$ cat src/rtl/aspf_pkg.sv
`timescale 1ns / 1ps
// ----------------------------------------------------------------------------
// aspf_pkg
// Shared types and constants for the alternating servo position framer.
// ----------------------------------------------------------------------------
package aspf_pkg;

    localparam int ANGLE_W = 16;
    localparam int BYTE_W  = 8;
    localparam int POS_W   = 12;
    localparam int MAG_W   = 14;
    localparam int NUM_W   = 16;
    localparam int CFG_IDX_W = 2;

    localparam logic signed [ANGLE_W-1:0] ANGLE_LIMIT = 16'sd11520;
    localparam logic signed [ANGLE_W-1:0] ANGLE_LIMIT_N = -16'sd11520;

    // pos offset = a * 1024 / 11520 = a * 4 / 45
    localparam int SPAN_MUL  = 4;
    localparam int ANGLE_DIV = 45;
    localparam logic [NUM_W-1:0] CEIL_BIAS = NUM_W'(ANGLE_DIV - 1);

    // floor(n / 45) = (n * RECIP) >> RECIP_SHIFT, exact for n < 2^16
    localparam int RECIP_SHIFT = 22;
    localparam int RECIP_W     = 17;
    localparam logic [RECIP_W-1:0] RECIP = RECIP_W'((64'd1 << RECIP_SHIFT) / ANGLE_DIV + 1);
    localparam int PROD_W = NUM_W + RECIP_W;

    localparam logic [POS_W-1:0] POS_MID = 12'd2048;

    localparam logic [BYTE_W-1:0] HDR_BYTE   = 8'hFF;
    localparam logic [BYTE_W-1:0] WRITE_LEN  = 8'h05;
    localparam logic [BYTE_W-1:0] INST_WRITE = 8'h03;
    localparam logic [BYTE_W-1:0] REG_GOAL   = 8'h2A;

    localparam logic [CFG_IDX_W-1:0] CFG_ENABLED = 2'd0;
    localparam logic [CFG_IDX_W-1:0] CFG_ID_X    = 2'd1;
    localparam logic [CFG_IDX_W-1:0] CFG_ID_Y    = 2'd2;

    localparam logic [BYTE_W-1:0] RESET_ID_X = 8'd1;
    localparam logic [BYTE_W-1:0] RESET_ID_Y = 8'd2;

    localparam int QUEUE_DEPTH = 2;
    localparam int QPTR_W = (QUEUE_DEPTH > 1) ? $clog2(QUEUE_DEPTH) : 1;
    localparam int QCNT_W = $clog2(QUEUE_DEPTH + 1);

    typedef struct packed {
        logic [BYTE_W-1:0] id;
        logic [POS_W-1:0]  pos;
        logic              is_y;
    } queue_entry_t;

    typedef struct packed {
        logic full;
        logic empty;
    } queue_status_t;

    typedef enum logic [3:0] {
        SLOT_IDLE,
        SLOT_HDR0,
        SLOT_HDR1,
        SLOT_ID,
        SLOT_LEN,
        SLOT_INST,
        SLOT_REG,
        SLOT_LO,
        SLOT_HI,
        SLOT_CHK
    } slot_t;

endpackage

$ cat src/rtl/aspf_if.sv
`timescale 1ns / 1ps
// ----------------------------------------------------------------------------
// aspf_if
// Tick, packet byte and configuration channel interfaces.
// ----------------------------------------------------------------------------
interface aspf_tick_if;
    import aspf_pkg::*;
    logic                      valid;
    logic                      ready;
    logic signed [ANGLE_W-1:0] angle_x;
    logic signed [ANGLE_W-1:0] angle_y;

    modport source (output valid, output angle_x, output angle_y, input ready);
    modport sink (input valid, input angle_x, input angle_y, output ready);
endinterface

interface aspf_byte_if;
    import aspf_pkg::*;
    logic              valid;
    logic              ready;
    logic [BYTE_W-1:0] out_byte;
    logic              last_byte;
    logic              axis_is_y;

    modport source (output valid, output out_byte, output last_byte, output axis_is_y,
                    input ready);
    modport sink (input valid, input out_byte, input last_byte, input axis_is_y,
                  output ready);
endinterface

interface aspf_cfg_if;
    import aspf_pkg::*;
    logic                 valid;
    logic                 ready;
    logic [CFG_IDX_W-1:0] index;
    logic [BYTE_W-1:0]    data;

    modport source (output valid, output index, output data, input ready);
    modport sink (input valid, input index, input data, output ready);
endinterface

$ cat src/rtl/aspf_front.sv
`timescale 1ns / 1ps
// ----------------------------------------------------------------------------
// aspf_front
// Config registers, axis alternation, clamp and position mapping.
// ----------------------------------------------------------------------------
module aspf_front (
    input  logic                   clk,
    input  logic                   rst_n,
    aspf_tick_if.sink              tick,
    aspf_cfg_if.sink               cfg,
    input  aspf_pkg::queue_status_t q_status,
    output logic                   push,
    output aspf_pkg::queue_entry_t push_entry
);
    import aspf_pkg::*;

    logic              enabled_reg, enabled_next;
    logic [BYTE_W-1:0] id_x_reg, id_x_next;
    logic [BYTE_W-1:0] id_y_reg, id_y_next;
    logic              next_x_reg, next_x_next;

    logic              stg_valid_reg, stg_valid_next;
    logic [NUM_W-1:0]  stg_num_reg, stg_num_next;
    logic              stg_neg_reg, stg_neg_next;
    logic [BYTE_W-1:0] stg_id_reg, stg_id_next;
    logic              stg_y_reg, stg_y_next;

    logic                      accept;
    logic                      take;
    logic                      stg_adv;
    logic signed [ANGLE_W-1:0] sel;
    logic signed [ANGLE_W-1:0] sel_abs;
    logic [MAG_W-1:0]          mag;
    logic [PROD_W-1:0]         prod;
    logic [POS_W-1:0]          quo;

    assign cfg.ready  = 1'b1;
    assign stg_adv    = stg_valid_reg && !q_status.full;
    assign tick.ready = !stg_valid_reg || !q_status.full;
    assign accept     = tick.valid && tick.ready;
    assign take       = accept && enabled_reg;

    always_comb
    begin
        enabled_next = enabled_reg;
        id_x_next    = id_x_reg;
        id_y_next    = id_y_reg;
        if (cfg.valid)
        begin
            case (cfg.index)
                CFG_ENABLED: enabled_next = cfg.data[0];
                CFG_ID_X:    id_x_next    = cfg.data;
                CFG_ID_Y:    id_y_next    = cfg.data;
                default:     ;
            endcase
        end
    end

    always_comb
    begin
        sel     = next_x_reg ? tick.angle_x : tick.angle_y;
        sel_abs = -sel;
        if (sel > ANGLE_LIMIT || sel < ANGLE_LIMIT_N)
        begin
            mag = MAG_W'(ANGLE_LIMIT);
        end
        else if (sel[ANGLE_W-1])
        begin
            mag = sel_abs[MAG_W-1:0];
        end
        else
        begin
            mag = sel[MAG_W-1:0];
        end
        // negative side rounds the quotient up
        stg_num_next = NUM_W'(mag) * NUM_W'(SPAN_MUL)
                     + (sel[ANGLE_W-1] ? CEIL_BIAS : '0);
        stg_neg_next = sel[ANGLE_W-1];
        stg_id_next  = next_x_reg ? id_x_reg : id_y_reg;
        stg_y_next   = !next_x_reg;
        next_x_next  = take ? !next_x_reg : next_x_reg;
        if (take)
        begin
            stg_valid_next = 1'b1;
        end
        else if (stg_adv)
        begin
            stg_valid_next = 1'b0;
        end
        else
        begin
            stg_valid_next = stg_valid_reg;
        end
    end

    always_ff @(posedge clk or negedge rst_n)
    begin
        if (!rst_n)
        begin
            enabled_reg   <= 1'b0;
            id_x_reg      <= RESET_ID_X;
            id_y_reg      <= RESET_ID_Y;
            next_x_reg    <= 1'b1;
            stg_valid_reg <= 1'b0;
        end
        else
        begin
            enabled_reg   <= enabled_next;
            id_x_reg      <= id_x_next;
            id_y_reg      <= id_y_next;
            next_x_reg    <= next_x_next;
            stg_valid_reg <= stg_valid_next;
        end
    end

    always_ff @(posedge clk)
    begin
        if (take)
        begin
            stg_num_reg <= stg_num_next;
            stg_neg_reg <= stg_neg_next;
            stg_id_reg  <= stg_id_next;
            stg_y_reg   <= stg_y_next;
        end
    end

    always_comb
    begin
        prod = PROD_W'(stg_num_reg) * PROD_W'(RECIP);
        quo  = POS_W'(prod[PROD_W-1:RECIP_SHIFT]);
        push = stg_adv;
        push_entry.id   = stg_id_reg;
        push_entry.pos  = stg_neg_reg ? (POS_MID - quo) : (POS_MID + quo);
        push_entry.is_y = stg_y_reg;
    end

endmodule

$ cat src/rtl/aspf_queue.sv
`timescale 1ns / 1ps
// ----------------------------------------------------------------------------
// aspf_queue
// Small FIFO of mapped packet requests between front and back.
// ----------------------------------------------------------------------------
module aspf_queue (
    input  logic                    clk,
    input  logic                    rst_n,
    input  logic                    push,
    input  aspf_pkg::queue_entry_t  push_entry,
    input  logic                    pop,
    output aspf_pkg::queue_entry_t  head,
    output aspf_pkg::queue_status_t status
);
    import aspf_pkg::*;

    queue_entry_t      slots_reg [QUEUE_DEPTH];
    logic [QPTR_W-1:0] wr_ptr_reg, wr_ptr_next;
    logic [QPTR_W-1:0] rd_ptr_reg, rd_ptr_next;
    logic [QCNT_W-1:0] count_reg, count_next;

    function automatic logic [QPTR_W-1:0] ptr_inc(input logic [QPTR_W-1:0] p);
        logic [QPTR_W-1:0] r;
        r = (p == QPTR_W'(QUEUE_DEPTH - 1)) ? '0 : p + 1'b1;
        return r;
    endfunction

    assign status.full  = (count_reg == QCNT_W'(QUEUE_DEPTH));
    assign status.empty = (count_reg == '0);
    assign head         = slots_reg[rd_ptr_reg];

    always_comb
    begin
        wr_ptr_next = push ? ptr_inc(wr_ptr_reg) : wr_ptr_reg;
        rd_ptr_next = pop ? ptr_inc(rd_ptr_reg) : rd_ptr_reg;
        count_next  = count_reg + QCNT_W'(push) - QCNT_W'(pop);
    end

    always_ff @(posedge clk or negedge rst_n)
    begin
        if (!rst_n)
        begin
            wr_ptr_reg <= '0;
            rd_ptr_reg <= '0;
            count_reg  <= '0;
        end
        else
        begin
            wr_ptr_reg <= wr_ptr_next;
            rd_ptr_reg <= rd_ptr_next;
            count_reg  <= count_next;
        end
    end

    always_ff @(posedge clk)
    begin
        if (push)
        begin
            slots_reg[wr_ptr_reg] <= push_entry;
        end
    end

endmodule

$ cat src/rtl/aspf_back.sv
`timescale 1ns / 1ps
// ----------------------------------------------------------------------------
// aspf_back
// Packet sequencer: checksum, one byte per cycle into the output register unless stalled.
// ----------------------------------------------------------------------------
module aspf_back (
    input  logic                    clk,
    input  logic                    rst_n,
    input  aspf_pkg::queue_entry_t  head,
    input  aspf_pkg::queue_status_t q_status,
    output logic                    pop,
    aspf_byte_if.source             pkt
);
    import aspf_pkg::*;

    slot_t             slot_reg, slot_next;
    logic [BYTE_W-1:0] cur_id_reg;
    logic [POS_W-1:0]  cur_pos_reg;
    logic              cur_y_reg;
    logic [BYTE_W-1:0] cur_chk_reg, chk_next;

    logic              out_valid_reg, out_valid_next;
    logic [BYTE_W-1:0] out_byte_reg;
    logic              out_last_reg;
    logic              out_y_reg;

    logic              load_out;
    logic              emit;
    logic [BYTE_W-1:0] byte_sel;
    logic              last_sel;
    logic [BYTE_W-1:0] sum;

    assign load_out = !out_valid_reg || pkt.ready;

    always_comb
    begin
        pop = !q_status.empty
            && ((slot_reg == SLOT_IDLE) || (slot_reg == SLOT_CHK && load_out));
        slot_next = slot_reg;
        case (slot_reg)
            SLOT_IDLE: slot_next = pop ? SLOT_HDR0 : SLOT_IDLE;
            SLOT_HDR0: slot_next = load_out ? SLOT_HDR1 : SLOT_HDR0;
            SLOT_HDR1: slot_next = load_out ? SLOT_ID : SLOT_HDR1;
            SLOT_ID:   slot_next = load_out ? SLOT_LEN : SLOT_ID;
            SLOT_LEN:  slot_next = load_out ? SLOT_INST : SLOT_LEN;
            SLOT_INST: slot_next = load_out ? SLOT_REG : SLOT_INST;
            SLOT_REG:  slot_next = load_out ? SLOT_LO : SLOT_REG;
            SLOT_LO:   slot_next = load_out ? SLOT_HI : SLOT_LO;
            SLOT_HI:   slot_next = load_out ? SLOT_CHK : SLOT_HI;
            SLOT_CHK:
            begin
                if (load_out)
                begin
                    slot_next = pop ? SLOT_HDR0 : SLOT_IDLE;
                end
            end
            default:   slot_next = SLOT_IDLE;
        endcase
    end

    always_comb
    begin
        last_sel = 1'b0;
        case (slot_reg)
            SLOT_HDR0: byte_sel = HDR_BYTE;
            SLOT_HDR1: byte_sel = HDR_BYTE;
            SLOT_ID:   byte_sel = cur_id_reg;
            SLOT_LEN:  byte_sel = WRITE_LEN;
            SLOT_INST: byte_sel = INST_WRITE;
            SLOT_REG:  byte_sel = REG_GOAL;
            SLOT_LO:   byte_sel = cur_pos_reg[BYTE_W-1:0];
            SLOT_HI:   byte_sel = BYTE_W'(cur_pos_reg[POS_W-1:BYTE_W]);
            SLOT_CHK:
            begin
                byte_sel = cur_chk_reg;
                last_sel = 1'b1;
            end
            default:   byte_sel = '0;
        endcase
        emit           = load_out && (slot_reg != SLOT_IDLE);
        out_valid_next = load_out ? emit : out_valid_reg;
    end

    always_comb
    begin
        sum = head.id + WRITE_LEN + INST_WRITE + REG_GOAL
            + head.pos[BYTE_W-1:0] + BYTE_W'(head.pos[POS_W-1:BYTE_W]);
        chk_next = ~sum;
    end

    always_ff @(posedge clk or negedge rst_n)
    begin
        if (!rst_n)
        begin
            slot_reg      <= SLOT_IDLE;
            out_valid_reg <= 1'b0;
        end
        else
        begin
            slot_reg      <= slot_next;
            out_valid_reg <= out_valid_next;
        end
    end

    always_ff @(posedge clk)
    begin
        if (pop)
        begin
            cur_id_reg  <= head.id;
            cur_pos_reg <= head.pos;
            cur_y_reg   <= head.is_y;
            cur_chk_reg <= chk_next;
        end
        if (emit)
        begin
            out_byte_reg <= byte_sel;
            out_last_reg <= last_sel;
            out_y_reg    <= cur_y_reg;
        end
    end

    assign pkt.valid     = out_valid_reg;
    assign pkt.out_byte  = out_byte_reg;
    assign pkt.last_byte = out_last_reg;
    assign pkt.axis_is_y = out_y_reg;

endmodule

$ cat src/rtl/alternating_servo_position_framer_core.sv
`timescale 1ns / 1ps
// ----------------------------------------------------------------------------
// alternating_servo_position_framer_core
// Two-axis goal-position write packet framer, one axis served per tick.
// ----------------------------------------------------------------------------
//  channel | dir | request                          | payload
//  tick    | in  | one control tick                 | angle_x, angle_y (Q8.8 deg)
//  pkt     | out | one packet byte                  | out_byte, last_byte, axis_is_y
//  cfg     | in  | one register write, always ready | index, data
//
//  A tick is taken when staging or queue has room; a disabled tick yields no
//  bytes. Each packet is 9 bytes at one byte per cycle unless the sink stalls,
//  set by the byte sequencer; requests pass staging register, queue, sequencer.
//  A two-entry request queue lets ticks enter while a packet is still sent.
//  Reset: disabled, ids 1 and 2, X served first; output holds under stall.
// ----------------------------------------------------------------------------
module alternating_servo_position_framer_core (
    input  logic        clk,
    input  logic        rst_n,
    aspf_tick_if.sink   tick,
    aspf_byte_if.source pkt,
    aspf_cfg_if.sink    cfg
);
    import aspf_pkg::*;

    queue_status_t q_status;
    queue_entry_t  push_entry;
    queue_entry_t  head;
    logic          push;
    logic          pop;

    aspf_front u_front (
        .clk        (clk),
        .rst_n      (rst_n),
        .tick       (tick),
        .cfg        (cfg),
        .q_status   (q_status),
        .push       (push),
        .push_entry (push_entry)
    );

    aspf_queue u_queue (
        .clk        (clk),
        .rst_n      (rst_n),
        .push       (push),
        .push_entry (push_entry),
        .pop        (pop),
        .head       (head),
        .status     (q_status)
    );

    aspf_back u_back (
        .clk      (clk),
        .rst_n    (rst_n),
        .head     (head),
        .q_status (q_status),
        .pop      (pop),
        .pkt      (pkt)
    );

endmodule

$ cat src/flat_wrapper.sv
// flat-port wrapper written by rule: the top's interface ports become plain ports
module alternating_servo_position_framer_core_flat import aspf_pkg::*;
  (clk, rst_n, tick_valid, tick_angle_x, tick_angle_y, tick_ready, pkt_valid, pkt_out_byte, pkt_last_byte, pkt_axis_is_y, pkt_ready, cfg_valid, cfg_index, cfg_data, cfg_ready);
  aspf_tick_if tick_i ();
  aspf_byte_if pkt_i ();
  aspf_cfg_if cfg_i ();
  input  logic clk;
  input  logic rst_n;
  input wire logic [$bits(tick_i.valid)-1:0] tick_valid;
  input wire logic [$bits(tick_i.angle_x)-1:0] tick_angle_x;
  input wire logic [$bits(tick_i.angle_y)-1:0] tick_angle_y;
  output wire logic [$bits(tick_i.ready)-1:0] tick_ready;
  output wire logic [$bits(pkt_i.valid)-1:0] pkt_valid;
  output wire logic [$bits(pkt_i.out_byte)-1:0] pkt_out_byte;
  output wire logic [$bits(pkt_i.last_byte)-1:0] pkt_last_byte;
  output wire logic [$bits(pkt_i.axis_is_y)-1:0] pkt_axis_is_y;
  input wire logic [$bits(pkt_i.ready)-1:0] pkt_ready;
  input wire logic [$bits(cfg_i.valid)-1:0] cfg_valid;
  input wire logic [$bits(cfg_i.index)-1:0] cfg_index;
  input wire logic [$bits(cfg_i.data)-1:0] cfg_data;
  output wire logic [$bits(cfg_i.ready)-1:0] cfg_ready;
  assign tick_i.valid = tick_valid;
  assign tick_i.angle_x = tick_angle_x;
  assign tick_i.angle_y = tick_angle_y;
  assign tick_ready = tick_i.ready;
  assign pkt_valid = pkt_i.valid;
  assign pkt_out_byte = pkt_i.out_byte;
  assign pkt_last_byte = pkt_i.last_byte;
  assign pkt_axis_is_y = pkt_i.axis_is_y;
  assign pkt_i.ready = pkt_ready;
  assign cfg_i.valid = cfg_valid;
  assign cfg_i.index = cfg_index;
  assign cfg_i.data = cfg_data;
  assign cfg_ready = cfg_i.ready;
  alternating_servo_position_framer_core u_core (.clk(clk), .rst_n(rst_n), .tick(tick_i), .pkt(pkt_i), .cfg(cfg_i));
endmodule
$ cat config.mk
export PLATFORM = sky130hd
export DESIGN_NAME = alternating_servo_position_framer_core_flat
export DESIGN_NICKNAME = d
export VERILOG_FILES = /design/src/rtl/aspf_pkg.sv /design/src/rtl/aspf_if.sv /design/src/rtl/aspf_front.sv /design/src/rtl/aspf_queue.sv /design/src/rtl/aspf_back.sv /design/src/rtl/alternating_servo_position_framer_core.sv /design/src/flat_wrapper.sv
export SDC_FILE = /design/constraint.sdc
export NUM_CORES = 1
export LEC_CHECK = 0
export ABC_CLOCK_PERIOD_IN_PS = 7150
export BUFFER_PORTS_ARGS = -buffer_cell sky130_fd_sc_hd__buf_2
export CAP_MARGIN = 20
export CORE_UTILIZATION = 60
export CTS_BUF_LIST = sky130_fd_sc_hd__clkbuf_8
export DETAILED_ROUTE_END_ITERATION = 12
export PLACE_DENSITY = 0.79
export RECOVER_POWER = 50
export SYNTH_ARGS = -nofsm -noshare
export SYNTH_HDL_FRONTEND = slang
export SYNTH_SLANG_ARGS = --single-unit
$ cat constraint.sdc
create_clock -name clk -period 7.15 [get_ports clk]
set_input_delay 0 -clock clk [delete_from_list [all_inputs] [get_ports clk]]
set_output_delay 0 -clock clk [all_outputs]
set_load 0.02 [all_outputs]
## Word level (Yosys, flattened, before mapping)

Memory sizes are Yosys's and may differ from the RTL's.
Index checks and enable logic that the tools add are counted.

- Bits in registers: 93
- Bits in read-only memories: 0
- Bits in writable memories: 42
- Memories: 1
- Bits in latches: 0
- Output and inout port bits: 13
- Bits of input ports: 47

- Shift-type cells: 0
- Add/subtract/negate cells: 13
- Equal/unequal tests: 13
- $lt $le $gt $ge: 2
- Bitwise gates (word level): 1
- Multipliers: 1
- Mux-type cells: 25
- Reductions and logical operators: 24
- Divide/modulo/power cells: 0

Memory list:

| memory | words | bits a word | rd ports | clocked after memory_dff | write ports | RTL line | RTL |
|---|---|---|---|---|---|---|---|
| u_core.u_queue.slots_reg | 2 | 21 | 1 | 0 | 1 | aspf_queue.sv:17 | `queue_entry_t slots_reg [QUEUE_DEPTH];` |

Operators with widths:

| kind | count |
|---|---|
| $pmux 8 s8 | 1 |
| $pmux 4 s10 | 1 |
| $mul 16x17->33 const B | 1 |
| $mux 14 | 2 |
| $add 16x6->16 | 1 |
| $eq 4x3->1 const B | 4 |
| $gt 16x15->1 const B | 1 |
| $lt 16x15->1 const B | 1 |
| $mux 16 | 1 |
| $neg 14->14 | 1 |
| $add 12x11->12 const A | 1 |
| $mux 1 | 12 |
| $mux 12 | 1 |
| $sub 12x11->12 const A | 1 |
| $add 8x2->8 const B | 1 |
| $add 8x3->8 const B | 1 |
| $add 8x4->8 | 1 |
| $add 8x6->8 const B | 1 |
| $add 8x8->8 | 1 |
| $eq 4x2->1 const B | 2 |
| $eq 4x4->1 const B | 2 |
| $mux 4 | 2 |
| $mux 8 | 1 |
| $not 8->8 | 1 |
| other kinds (19) | 37 |

## Longest topological paths before layout

- Depth after elaboration: 8
- Gate-level depth with buffers: 22
- Mapped depth without buffers: 22

## Modules after synthesis

A second synthesis with hierarchy kept.

- Cell total of the unflattened synthesis: 959
- Area total of the unflattened synthesis: 11149.4 µm²

By module, submodules not included:

| module | area an instance (µm²) | cells an instance | instances |
|---|---|---|---|
| aspf_front | 7054.3 | 689 | 1 |
| aspf_back | 2378.5 | 190 | 1 |
| aspf_queue | 1716.6 | 80 | 1 |

## Worst setup path after synthesis

OpenSTA, ideal clock, no wires.

- Kind: register to register
- From: register u_core.u_front.stg_num_reg[13]
- To: memory u_core.u_queue.slots_reg[0][11] in the netlist's numbering, data pin
- Path slack: 1.010 ns
- Buffers on the path: 0
- Cell stages (with the launch flop): 22
- Clock period less this slack: 6.140 ns
- Data arrival time: 5.873 ns
- Path through: edfxtp_1 > fa_1 > inv_1 > fa_1 > inv_1 > fa_1 > inv_1 > fa_1 > inv_1 > fa_1 > fa_1 > ha_1 > nand2_1 > nor3_1 > o2111ai_1 > and3_1 > xor2_1 > ha_1 > nand3b_1 > or2_2 > o31ai_1 > xnor2_1

RTL lines:

| item | RTL line | RTL |
|---|---|---|
| start: declaration | aspf_front.sv:23 | `logic [NUM_W-1:0] stg_num_reg, stg_num_next;` |
| start signal: assignment | aspf_front.sv:120 | `stg_num_reg <= stg_num_next;` |
| end: declaration | aspf_queue.sv:17 |  |

==> impl_metrics.yaml <==
global_routing:
  leftover_overflow_at_the_end_of_global_routing: 0
  gr-usage-met3_pct: 3.95
  maximum_number_of_pins_on_one_net_before_global_route_repair: 43
  global_route.usage.met2_pct: 41.0
  globalRouteTotalUtil_pct: 24.4
  first_global_vias: 7223
  grt.busiest_layer: "met2"
  grt.met1_usage_pct: 32.3
  number_of_antenna_violations_at_the_first_check_in_global_routing: 0
  grt_pass1_wl_um: 34600
synthesis:
  synthDominantCellAreaShare_pct: 29.2
  yosys_warnings: 0
  ys_ff_latch: 133
  number_of_synthesized_flops_with_an_enable_pin: 105
  mapped_cell_area_sq_mm: 0.0108
  synthesis.instances: 946
  yosys.cell_types.count: 70
  async_reset_ff_share_pct: 21.1
  syn_nets: 1212
  postSynth.topFlopCell: "edfxtp_1"
  synth_top_cells_by_area: "edfxtp_1 (29%), ha_1 (17%), fa_1 (14%)"
  yosysTopAreaCell: "edfxtp_1"
  portion_of_the_post_synthesis_area_used_by_sequential_elements_pct: 35.8
  synth_area_per_cell_sq_um: 11.4
final_layout:
  fillCellCount: 1267
  num_antenna_cells: 0
  final_common_cell: "inv_1"
  finalInstanceArea_sq_mm: 0.0118
  largest_register_ff_count: 42
  finish.net_count: 1283
  layout_common_cells: "inv_1 (151), ha_1 (145), edfxtp_1 (105), fa_1 (74), a21oi_1 (46)"
  area_growth_pct: 9.13
  area.sequential_sq_mm: 0.00386
  multiInputGateArea_sq_mm: 0.00626
  post_route_cells_drive_above_1_share_pct: 12.8
cts:
  cts_root_buffer: "clkbuf_8"
  cts_htree_levels: 4
  cts.reportedPaths.clkPinSlew_ns: 0.07
  cts_tree: "yes"
  cts.repair_timing.setup_buffer_count: 0
  cts_made_buffers: 17
  clock_latency_ns: 0.45
  cts_max_path_buffers: 2
  cts.repair.resized: 0
  clock-sinks: 133
routing:
  drcViolationCount: 0
  drt-wirelength-per-cell_um: 16.5
  route.vias.total: 7115
  drt_iter0_drc: 331
  detailedRoute.firstPassIterationCount: 6
  vias_per_cell: 5.67
  wirelength_um: 20700
  antenna_violating_nets_left: 0
critical_path:
  cp_data_arrival_time_ns: 6.87
  critical_path.max_fanout: 6
  setup.worst_path.start_class: "flip-flop"
  worst-endpoint-required_ns: 7.34
  crit_type: "flip-flop to flip-flop"
  cp-end-kind: "flip-flop"
sta:
  maxSlewHeadroom_pct: -10.4
  maxSlewViolCount: 72
  worstMarginPinSlew_ns: 1.66
  period_minus_slack_ns: 6.67
  maxClockFrequency_mhz: 150
  setup_viol: 0
  rsz_0062_raised_after_global_routing: "false"
  finalClockSkew_ns: 0.0160
  hold_violations: 0
  finalCritPeriodShare_pct: 93.4
  fin_setup_tns_ns: 0
floorplanning:
  die_width_um: 136
  die_area_sq_mm: 0.0185
  initial_core_util_pct: 61.9
  fp.dieH_um: 136
  row_count: 48
  coreArea_sq_mm: 0.0174
  pin_count: 60
run_status:
  failed_checks: "max-capacitance violations, max-slew violations"
  status: "finished with violations"
min_path:
  min_path_type: "input port to flip-flop"
place:
  gp_congestion: 0.901
  post_dp_cell_area_sq_mm: 0.0113
  hpwl_reported_at_the_end_of_detailed_placement_um: 16500
  numPortBuffers: 58
flow_run:
  maxCapViolCount: 2
## critical path, stage by stage (launching register included)
cell and delay, ns:
edfxtp_1 0.53, fa_1 0.53, inv_1 0.05, fa_1 0.50, inv_1 0.06, fa_1 0.52, inv_1 0.06, fa_1 0.53
inv_1 0.05, fa_1 0.51, fa_1 0.50, ha_1 0.39, and3_1 0.21, a211o_1 0.32, a221oi_1 0.45, a21oi_1 0.20
a21o_1 0.23, a21oi_1 0.18, xnor2_1 0.12, o41ai_1 0.50
## through the flow
step | cells | utilization, % | setup slack [ns] | hold WS, ns
2_1_floorplan | 946 | - | 1.01 | -0.296
3_3_place_gp | 1210 | 64.7 | 0.719 | 0.0601
3_5_place_dp | 1210 | 64.7 | 0.485 | 0.0554
4_1_cts | 1255 | 67.7 | 0.438 | 0.0673
5_1_grt | 1255 | 67.6 | 0.162 | 0.105
6_report | 1255 | 67.6 | 0.475 | 0.0892
## synthesized netlist by cell type, drive strengths merged, types with 8 or more instances
| master | n |
|---|---|
| dfrtp | 25 |
| xor2 | 21 |
| nand4 | 8 |
| mux2i | 22 |
| nand3 | 11 |
| nand2 | 43 |
| nor3 | 10 |
| o21ai | 28 |
| ha | 145 |
| nor2 | 37 |
| a21oi | 46 |
| inv | 149 |
| xnor2 | 33 |
| fa | 74 |
| mux2 | 44 |
| edfxtp | 105 |
| clkbuf | 16 |
| a21o | 8 |
## kinds of logic after synthesis
family	Yosys count	synth area share (%)
flops	133	35.8
other cells	1	0.0348
mux	66	6.79
compound gates	137	8.18
buf+inv	172	6.24
fa+ha+maj	219	30.6
xor+xnor	55	4.61
simple gates	163	7.82
## layout make-up
type / instances / share of cell area, %
inverters: 149 / 4.75
clock inverters: 15 / 1.32
repair buffers: 75 / 3.61
multi-input cells: 641 / 53.2
clock buffers: 17 / 1.99
well taps: 225 / 2.39
flip-flops and latches: 133 / 32.8
## metal layers
metal	share of wire [%]	vias to the layer above
met5	0	-
met4	2.0	0
met3	4.3	35
met2	49	181
met1	45	3465
li1	-	3434
## worst paths after layout
kind / from / end / slack, ns / depth (start not counted)
worst max-delay path: u_core.u_front.stg_num_reg[15]$_DFFE_PP_ / u_core.u_queue.slots_reg[0][12]$_DFFE_PP_ / 0.48 / 19
worst max register to register: u_core.u_front.stg_num_reg[15]$_DFFE_PP_ / u_core.u_queue.slots_reg[0][12]$_DFFE_PP_ / 0.48 / 19
worst min register to register: u_core.u_front.stg_id_reg[0]$_DFFE_PP_ / u_core.u_queue.slots_reg[1][13]$_DFFE_PP_ / 0.45 / 0
max in group asynchronous: rst_n / u_core.u_front.id_x_reg[2]$_DFFE_PN0P_ / 5.76 / 2
worst min-delay path: tick_angle_y[0] / u_core.u_front.stg_num_reg[2]$_DFFE_PP_ / 0.09 / 4
min in group asynchronous: rst_n / u_core.u_back.slot_reg[3]$_DFFE_PN0P_ / 0.46 / 2
## timing repair
action,CTS,global route
hold buffers,13,0
setup endpoints to repair,0,0
hold endpoints to repair,48,0
Power is not shown: default switching activity piles up to over one toggle a cycle in this logic, so the estimate is an artifact.
